$ cat src/hw/rtl/rolling_hash_substring_detector_top_macros.svh
// ----------------------------------------------------------------------------
// Assertion macros for the rolling hash substring detector
// Concurrent checks that compile away when SYNTH is defined.
// ----------------------------------------------------------------------------
`ifndef ROLLING_HASH_SUBSTRING_DETECTOR_TOP_MACROS_SVH
`define ROLLING_HASH_SUBSTRING_DETECTOR_TOP_MACROS_SVH

`ifndef SYNTH

// same-cycle implication, checked out of reset
`define RHSD_ASSERT_IMPLIES(label, clk, rst, ante, cons) \
   label: assert property (@(posedge clk) disable iff (rst) (ante) |-> (cons)) \
      else $error("rhsd: same-cycle check failed");

// next-cycle implication, checked out of reset
`define RHSD_ASSERT_NEXT(label, clk, rst, ante, cons) \
   label: assert property (@(posedge clk) disable iff (rst) (ante) |=> (cons)) \
      else $error("rhsd: next-cycle check failed");

`else

`define RHSD_ASSERT_IMPLIES(label, clk, rst, ante, cons)
`define RHSD_ASSERT_NEXT(label, clk, rst, ante, cons)

`endif

`endif

$ cat src/hw/rtl/rhsd_pkg.sv
// ----------------------------------------------------------------------------
// Rolling hash substring detector package
// Action codes, result bundle, hash type and small digit helpers.
// ----------------------------------------------------------------------------
package rhsd_pkg;

   localparam int HASH_W = 32;

   typedef logic [HASH_W-1:0] hash_type;

   // multiplicative inverse of 3 modulo 2^32: exact division by 3
   localparam hash_type INV3 = 32'hAAAA_AAAB;

   typedef enum logic [1:0] {
      ACT_CLEAR   = 2'd0,
      ACT_PATTERN = 2'd1,
      ACT_TEXT    = 2'd2
   } action_type;

   typedef struct packed {
      logic match_end;
      logic found;
      logic text_end;
      logic overflow_error;
   } result_type;

   // byte mod 3: 4 == 1 (mod 3), so add the base-4 digits and fold
   function automatic logic [1:0] mod3(input logic [7:0] b);
      logic [3:0] s;
      logic [2:0] t;
      begin
         s = 4'(b[1:0]) + 4'(b[3:2]) + 4'(b[5:4]) + 4'(b[7:6]);
         t = 3'(s[3:2]) + 3'(s[1:0]);
         if (t >= 3'd6) begin
            mod3 = 2'(t - 3'd6);
         end else if (t >= 3'd3) begin
            mod3 = 2'(t - 3'd3);
         end else begin
            mod3 = t[1:0];
         end
      end
   endfunction

   // digit (0..2) times weight, by selection
   function automatic hash_type weigh(input logic [1:0] d, input hash_type w);
      case (d)
         2'd1:    weigh = w;
         2'd2:    weigh = w << 1;
         default: weigh = '0;
      endcase
   endfunction

endpackage

$ cat src/hw/rtl/rhsd_core.sv
// ----------------------------------------------------------------------------
// Rolling hash substring detector datapath
// Pattern and window stores, the two hashes and the single-pass step logic.
// ----------------------------------------------------------------------------
module rhsd_core #(
   parameter int MAX_PATTERN = 16
) (
   input  logic                 clock,
   input  logic                 reset,
   input  logic                 step_en,
   input  logic [1:0]           action,
   input  logic [7:0]           data_byte,
   input  logic                 last_of_text,
   output rhsd_pkg::result_type result
);
   import rhsd_pkg::*;

   localparam int LEN_W = $clog2(MAX_PATTERN + 1);

   // stores (no reset: only written entries are ever compared)
   logic [7:0]       pat_ff [MAX_PATTERN];
   logic [7:0]       pat_in [MAX_PATTERN];
   logic [7:0]       win_ff [MAX_PATTERN];
   logic [7:0]       win_in [MAX_PATTERN];
   logic [7:0]       win_shift [MAX_PATTERN];

   logic [LEN_W-1:0] len_ff, len_in;
   logic [LEN_W-1:0] fill_ff, fill_in, fill_up;
   hash_type         phash_ff, phash_in;
   hash_type         whash_ff, whash_in;
   hash_type         topw_ff, topw_in, topw_up;
   logic             found_ff, found_in, found_now;

   logic [1:0]       digit, oldest;
   hash_type         roll_hash;
   logic             bytes_eq, is_match;

   // shared step terms
   always_comb begin
      digit   = mod3(data_byte);
      oldest  = (fill_ff >= len_ff) ? mod3(win_ff[0]) : 2'd0;
      // window hash is always a multiple of 3 after the oldest digit goes,
      // so multiplying by the inverse gives the exact quotient
      roll_hash = (whash_ff - hash_type'(oldest)) * INV3 + weigh(digit, topw_ff);
      topw_up   = (len_ff != '0) ? (topw_ff << 1) + topw_ff : topw_ff;
      fill_up   = (fill_ff < len_ff) ? fill_ff + LEN_W'(1) : fill_ff;

      // window shifted by one, newest byte at position m-1
      for (int i = 0; i < MAX_PATTERN; i++) begin
         win_shift[i] = win_ff[i];
      end
      for (int i = 0; i < MAX_PATTERN - 1; i++) begin
         if (LEN_W'(i + 1) < len_ff) begin
            win_shift[i] = win_ff[i + 1];
         end
      end
      for (int i = 0; i < MAX_PATTERN; i++) begin
         if (LEN_W'(i + 1) == len_ff) begin
            win_shift[i] = data_byte;
         end
      end

      // exact compare over the pattern length
      bytes_eq = 1'b1;
      for (int i = 0; i < MAX_PATTERN; i++) begin
         if (LEN_W'(i) < len_ff && win_shift[i] != pat_ff[i]) begin
            bytes_eq = 1'b0;
         end
      end

      is_match  = (fill_up == len_ff) && (roll_hash == phash_ff) && bytes_eq;
   end

   // next state and result per action
   always_comb begin
      len_in    = len_ff;
      fill_in   = fill_ff;
      phash_in  = phash_ff;
      whash_in  = whash_ff;
      topw_in   = topw_ff;
      found_in  = found_ff;
      found_now = 1'b0;
      pat_in    = pat_ff;
      win_in    = win_ff;
      result    = '0;
      unique case (action)
         ACT_CLEAR: begin
            len_in   = '0;
            phash_in = '0;
            topw_in  = hash_type'(1);
            fill_in  = '0;
            whash_in = '0;
            found_in = 1'b0;
         end
         ACT_PATTERN: begin
            if (len_ff >= LEN_W'(MAX_PATTERN)) begin
               result.overflow_error = 1'b1;
            end else begin
               for (int i = 0; i < MAX_PATTERN; i++) begin
                  if (LEN_W'(i) == len_ff) begin
                     pat_in[i] = data_byte;
                  end
               end
               topw_in  = topw_up;
               phash_in = phash_ff + weigh(digit, topw_up);
               len_in   = len_ff + LEN_W'(1);
               fill_in  = '0;
               whash_in = '0;
               found_in = 1'b0;
            end
         end
         ACT_TEXT: begin
            if (len_ff == '0) begin
               result.match_end = 1'b1;
            end else begin
               whash_in         = roll_hash;
               win_in           = win_shift;
               fill_in          = fill_up;
               result.match_end = is_match;
            end
            found_now    = found_ff | result.match_end;
            result.found = found_now;
            found_in     = found_now;
            // closing beat of a text: restart the window
            if (last_of_text) begin
               result.text_end = 1'b1;
               fill_in         = '0;
               whash_in        = '0;
               found_in        = 1'b0;
            end
         end
         default: begin
         end
      endcase
   end

   // control state
   always_ff @(posedge clock) begin
      if (reset) begin
         len_ff   <= '0;
         fill_ff  <= '0;
         phash_ff <= '0;
         whash_ff <= '0;
         topw_ff  <= hash_type'(1);
         found_ff <= 1'b0;
      end else if (step_en) begin
         len_ff   <= len_in;
         fill_ff  <= fill_in;
         phash_ff <= phash_in;
         whash_ff <= whash_in;
         topw_ff  <= topw_in;
         found_ff <= found_in;
      end
   end

   // byte stores
   always_ff @(posedge clock) begin
      if (step_en) begin
         pat_ff <= pat_in;
         win_ff <= win_in;
      end
   end

endmodule

$ cat src/hw/rtl/rolling_hash_substring_detector_top.sv
// ----------------------------------------------------------------------------
// Rolling hash substring detector, top level
// Streaming exact substring search with a base-3 rolling hash prefilter.
// ----------------------------------------------------------------------------
// One beat in, one beat out: clear, pattern byte (up to MAX_PATTERN) or text
// byte. Each beat is processed combinationally and its result appears on
// the rsp_ port in the cycle after acceptance. A beat can be accepted every
// cycle while results are taken as they come; while a result waits for
// rsp_ready the input is held off, and it opens again in the cycle in which
// that result is taken. The cycle is set by the text step: rolling hash
// update (one 32-bit multiply by the inverse of 3) and a parallel byte
// compare of the window against the pattern.
`include "rolling_hash_substring_detector_top_macros.svh"

module rolling_hash_substring_detector_top #(
   parameter int MAX_PATTERN = 16
) (
   input  logic       clock,
   input  logic       reset,
   input  logic       req_valid,
   output logic       req_ready,
   input  logic [1:0] req_action,
   input  logic [7:0] req_data_byte,
   input  logic       req_last_of_text,
   output logic       rsp_valid,
   input  logic       rsp_ready,
   output logic       rsp_match_end,
   output logic       rsp_found,
   output logic       rsp_text_end,
   output logic       rsp_overflow_error
);
   import rhsd_pkg::*;

   logic       req_beat;
   logic       rsp_valid_ff, rsp_valid_in;
   result_type rsp_ff, step_res;

   // input side free whenever the result register is empty or draining
   assign req_ready = !rsp_valid_ff || rsp_ready;
   assign req_beat  = req_valid && req_ready;

   rhsd_core #(
      .MAX_PATTERN (MAX_PATTERN)
   ) u_core (
      .clock        (clock),
      .reset        (reset),
      .step_en      (req_beat),
      .action       (req_action),
      .data_byte    (req_data_byte),
      .last_of_text (req_last_of_text),
      .result       (step_res)
   );

   // result register
   always_comb begin
      rsp_valid_in = rsp_valid_ff;
      if (req_beat) begin
         rsp_valid_in = 1'b1;
      end else if (rsp_ready) begin
         rsp_valid_in = 1'b0;
      end
   end

   always_ff @(posedge clock) begin
      if (reset) begin
         rsp_valid_ff <= 1'b0;
      end else begin
         rsp_valid_ff <= rsp_valid_in;
      end
   end

   always_ff @(posedge clock) begin
      if (req_beat) begin
         rsp_ff <= step_res;
      end
   end

   assign rsp_valid          = rsp_valid_ff;
   assign rsp_match_end      = rsp_ff.match_end;
   assign rsp_found          = rsp_ff.found;
   assign rsp_text_end       = rsp_ff.text_end;
   assign rsp_overflow_error = rsp_ff.overflow_error;

   // checks
   `RHSD_ASSERT_IMPLIES(a_match_sets_found, clock, reset,
                        rsp_valid_ff && rsp_ff.match_end, rsp_ff.found)
   `RHSD_ASSERT_IMPLIES(a_overflow_alone, clock, reset,
                        rsp_valid_ff && rsp_ff.overflow_error,
                        !rsp_ff.match_end && !rsp_ff.found && !rsp_ff.text_end)
   `RHSD_ASSERT_NEXT(a_beat_gives_result, clock, reset, req_beat, rsp_valid_ff)

endmodule
$ cat config.mk
export PLATFORM = sky130hd
export DESIGN_NAME = rolling_hash_substring_detector_top
export DESIGN_NICKNAME = d
export VERILOG_FILES = /design/src/hw/rtl/rhsd_pkg.sv /design/src/hw/rtl/rhsd_core.sv /design/src/hw/rtl/rolling_hash_substring_detector_top.sv
export VERILOG_INCLUDE_DIRS = /design/src /design/src/hw/rtl
export SDC_FILE = /design/constraint.sdc
export NUM_CORES = 2
export LEC_CHECK = 0
export ABC_AREA = 1
export BUFFER_PORTS_ARGS = -buffer_cell sky130_fd_sc_hd__buf_2
export CAP_MARGIN = 15
export CORE_MARGIN = 4
export CORE_UTILIZATION = 61
export CTS_BUF_LIST = sky130_fd_sc_hd__clkbuf_4
export CTS_CLUSTER_SIZE = 20
export DETAILED_ROUTE_END_ITERATION = 12
export PLACE_DENSITY = 0.77
export RECOVER_POWER = 25
export SETUP_SLACK_MARGIN = 0.05
export SLEW_MARGIN = 25
export SYNTH_ARGS = -nofsm -noshare
export SYNTH_HDL_FRONTEND = slang
export SYNTH_SLANG_ARGS = --single-unit
$ cat constraint.sdc
create_clock -name clock -period 11.4 [get_ports clock]
set_input_delay 1.71 -clock clock [delete_from_list [all_inputs] [get_ports clock]]
set_output_delay 1.71 -clock clock [all_outputs]
set_load 0.02 [all_outputs]
==> results.ini <==
[clock_network]
cts_buffer_depth = 3
clk_pin_slew_ns = 0.06
h-tree-depth = 3
cts_tree = done
clock-sinks = 368
cts-buffers-inserted = 99
cts_root_buffer = clkbuf_4
insertion_delay_ns = 0.91
cts_hold_buf = 0

[logic_synthesis]
synth_area_leaders = edfxtp_1 23%, nand2_1 15%, fa_1 13%
ys_types = 51
ys_seq_area_share_pct = 28.9
syn_nets = 5120
netlist_top_cells_count = 1387 x nand2_1, 809 x inv_1, 371 x nand3_1
ys_warn_count = 0
syn_avg_cell_area_um2 = 7.52
synth_most_common_cell = nand2_1
synth_enable_flop_cells = 260
yosysTopAreaCell = edfxtp_1
syn_area_um2 = 34500
async_flop_share_pct = 0
synth_ff_type = edfxtp_1
synth_seq_cells = 368
synth_cells = 4591
synth_top_area_share_pct = 22.6

[critical_path]
path_buf_inv = 16
required_ns = 12.09
worstSetupStartpointType = input port
crit_type = input port to flip-flop
cp.arrival_ns = 12.50
critPathTopFamily = adder cells
path_common_cell = fa_1
cp_max_fo = 7
cpMaxStageDelayCell = fa_2
crit_path_end_kind = flip-flop
slowest_delay_ns = 0.61

[sta]
slew_headroom_pct = -102
fmax_ghz = 0.0847
drv_slew = 361
worstMarginPinSlew_ns = 3.03
rsz0062_at_grt = yes
setup_viol = 3
fin_skew_ns = 0.0862
fin_ws_ns = -0.407
period_share_pct = 104
hold_viol_final = 0
min_period_ns = 11.81

[die]
core_area_um2 = 55500
start_util_pct = 62.2
pin_count = 21
die_y_um = 246
rows = 86
die_area_um2 = 60500
die_x_um = 246

[global_routing]
grtUsageTotal_pct = 35.2
grt_start_max_net_pins = 67
gr-total-overflow = 0
grt_pass1_vias = 30744
antenna_found_initial = 2
grt_first_pass_wirelength_mm = 167

[finish]
fin_nets = 5469
fin_cells = 5764
area_delta_synth_final_pct = 15.8
finalInstanceArea_um2 = 40000
fillers = 4443
drive_gt1_share_pct = 14.7

[outcome]
run_status = finished with violations
violations = max-capacitance violations, max-slew violations, negative setup slack

[worst_hold_path]
hold_path.class = flip-flop to flip-flop

[job]
cap_violations = 10

[place]
gp_congestion = 0.997
place_ws_ns = -1.27
post-place-cells = 5541
numPortBuffers = 20
dp_hpwl_mm = 83.3
place_area_um2 = 37700

[route]
vias_per_cell = 5.66
vias = 32602
wirelength_mm = 109
drtAntennaViolNets = 0
first_pass_iters = 6
wl_per_cell_um = 18.9
drc = 0
drt_iter0_markers = 3409

==> cell usage in the layout (no fill, tap or decap), types with 150 or more instances in the layout <==
| cell type | n |
|---|---|
| nand2_1 | 1355 |
| inv_1 | 772 |
| nand3_1 | 364 |
| buf_4 | 320 |
| a21oi_1 | 268 |
| edfxtp_1 | 260 |
| ha_1 | 250 |
| fa_1 | 221 |
| nor2_1 | 193 |
| clkbuf_4 | 150 |
==> routing by layer <==
layer  up-vias  share of wire [%]  GRT usage (%)  wire, um
met5         -              0.034          0.654        37
met2      1717                 44           53.7     47300
met3       329                 11           7.49     12100
met1     15049                 41           49.6     44300
met4         2                4.6           13.5      5020
li1      15505                  -              -         -
==> per-stage QoR <==
| step | hold slack (ns) | util (%) | TNS, ns |
|---|---|---|---|
| 6_report | 0.468 | 72.0 | -1.06 |
| 5_1_grt | 0.501 | 72.0 | -4.06 |
| 4_1_cts | 0.473 | 70.8 | -0.643 |
| 3_5_place_dp | 0.462 | 67.9 | -9.71 |
| 3_3_place_gp | 0.463 | 67.8 | -7.23 |
| 2_1_floorplan | 0.445 | - | -0.138 |
==> timing repair <==
action | in CTS | in global routing
pin swaps | 29 | 66
resized for setup | 57 | 124
buffers inserted | 19 | 27
endpoints found under the setup margin | 14 | 14
==> kinds of logic after synthesis <==
| group | after synthesis | synth area share (%) |
|---|---|---|
| AO/OA/AOI/OAI | 499 | 7.79 |
| XOR/XNOR | 103 | 2.66 |
| adder cells (fa/ha/maj) | 514 | 23.7 |
| buffers and inverters | 934 | 10.3 |
| flip-flops | 368 | 28.9 |
| AND/OR/NAND/NOR | 2173 | 26.7 |
==> worst min-delay path: cells and delay by family (launching register included) <==
kind,cells,cell delay [ns]
compound gates,1,0.05
flops,1,0.31
simple gates,1,0.06
==> sequential cells by signal, summed over array words and instances, names as in the netlist <==
| signal | flops |
|---|---|
| u_core.pat_ff | 128 |
| u_core.win_ff | 128 |
| u_core.phash_ff | 32 |
| u_core.topw_ff | 32 |
| u_core.whash_ff | 32 |
| u_core.fill_ff | 5 |
| u_core.len_ff | 5 |
| rsp_found | 1 |
| rsp_match_end | 1 |
| rsp_overflow_error | 1 |
| rsp_text_end | 1 |
| rsp_valid | 1 |
| u_core.found_ff | 1 |
==> final cells by class <==
cell class | count | area [um^2] | area share (%)
multi-input cells | 3289 | 22100 | 55.2
flip-flops and latches | 368 | 9970 | 24.9
inverters | 824 | 3100 | 7.75
repair buffers | 358 | 2650 | 6.61
clock buffers | 150 | 1130 | 2.82
well taps | 748 | 936 | 2.34
clock inverters | 24 | 143 | 0.357
diodes | 3 | 7.51 | 0.0188
==> worst paths after layout <==
check	start	to	slack (ns)	cells after the start
min reg2reg	u_core.whash_ff[0]	u_core.whash_ff[0]	0.47	2
max	req_data_byte[0]	rsp_match_end	-0.41	51
min	u_core.whash_ff[0]	u_core.whash_ff[0]	0.47	2
max reg2reg	u_core.win_ff[120]	rsp_match_end	-0.39	63
Power is not shown: default switching activity piles up to over one toggle a cycle in this logic, so the estimate is an artifact.
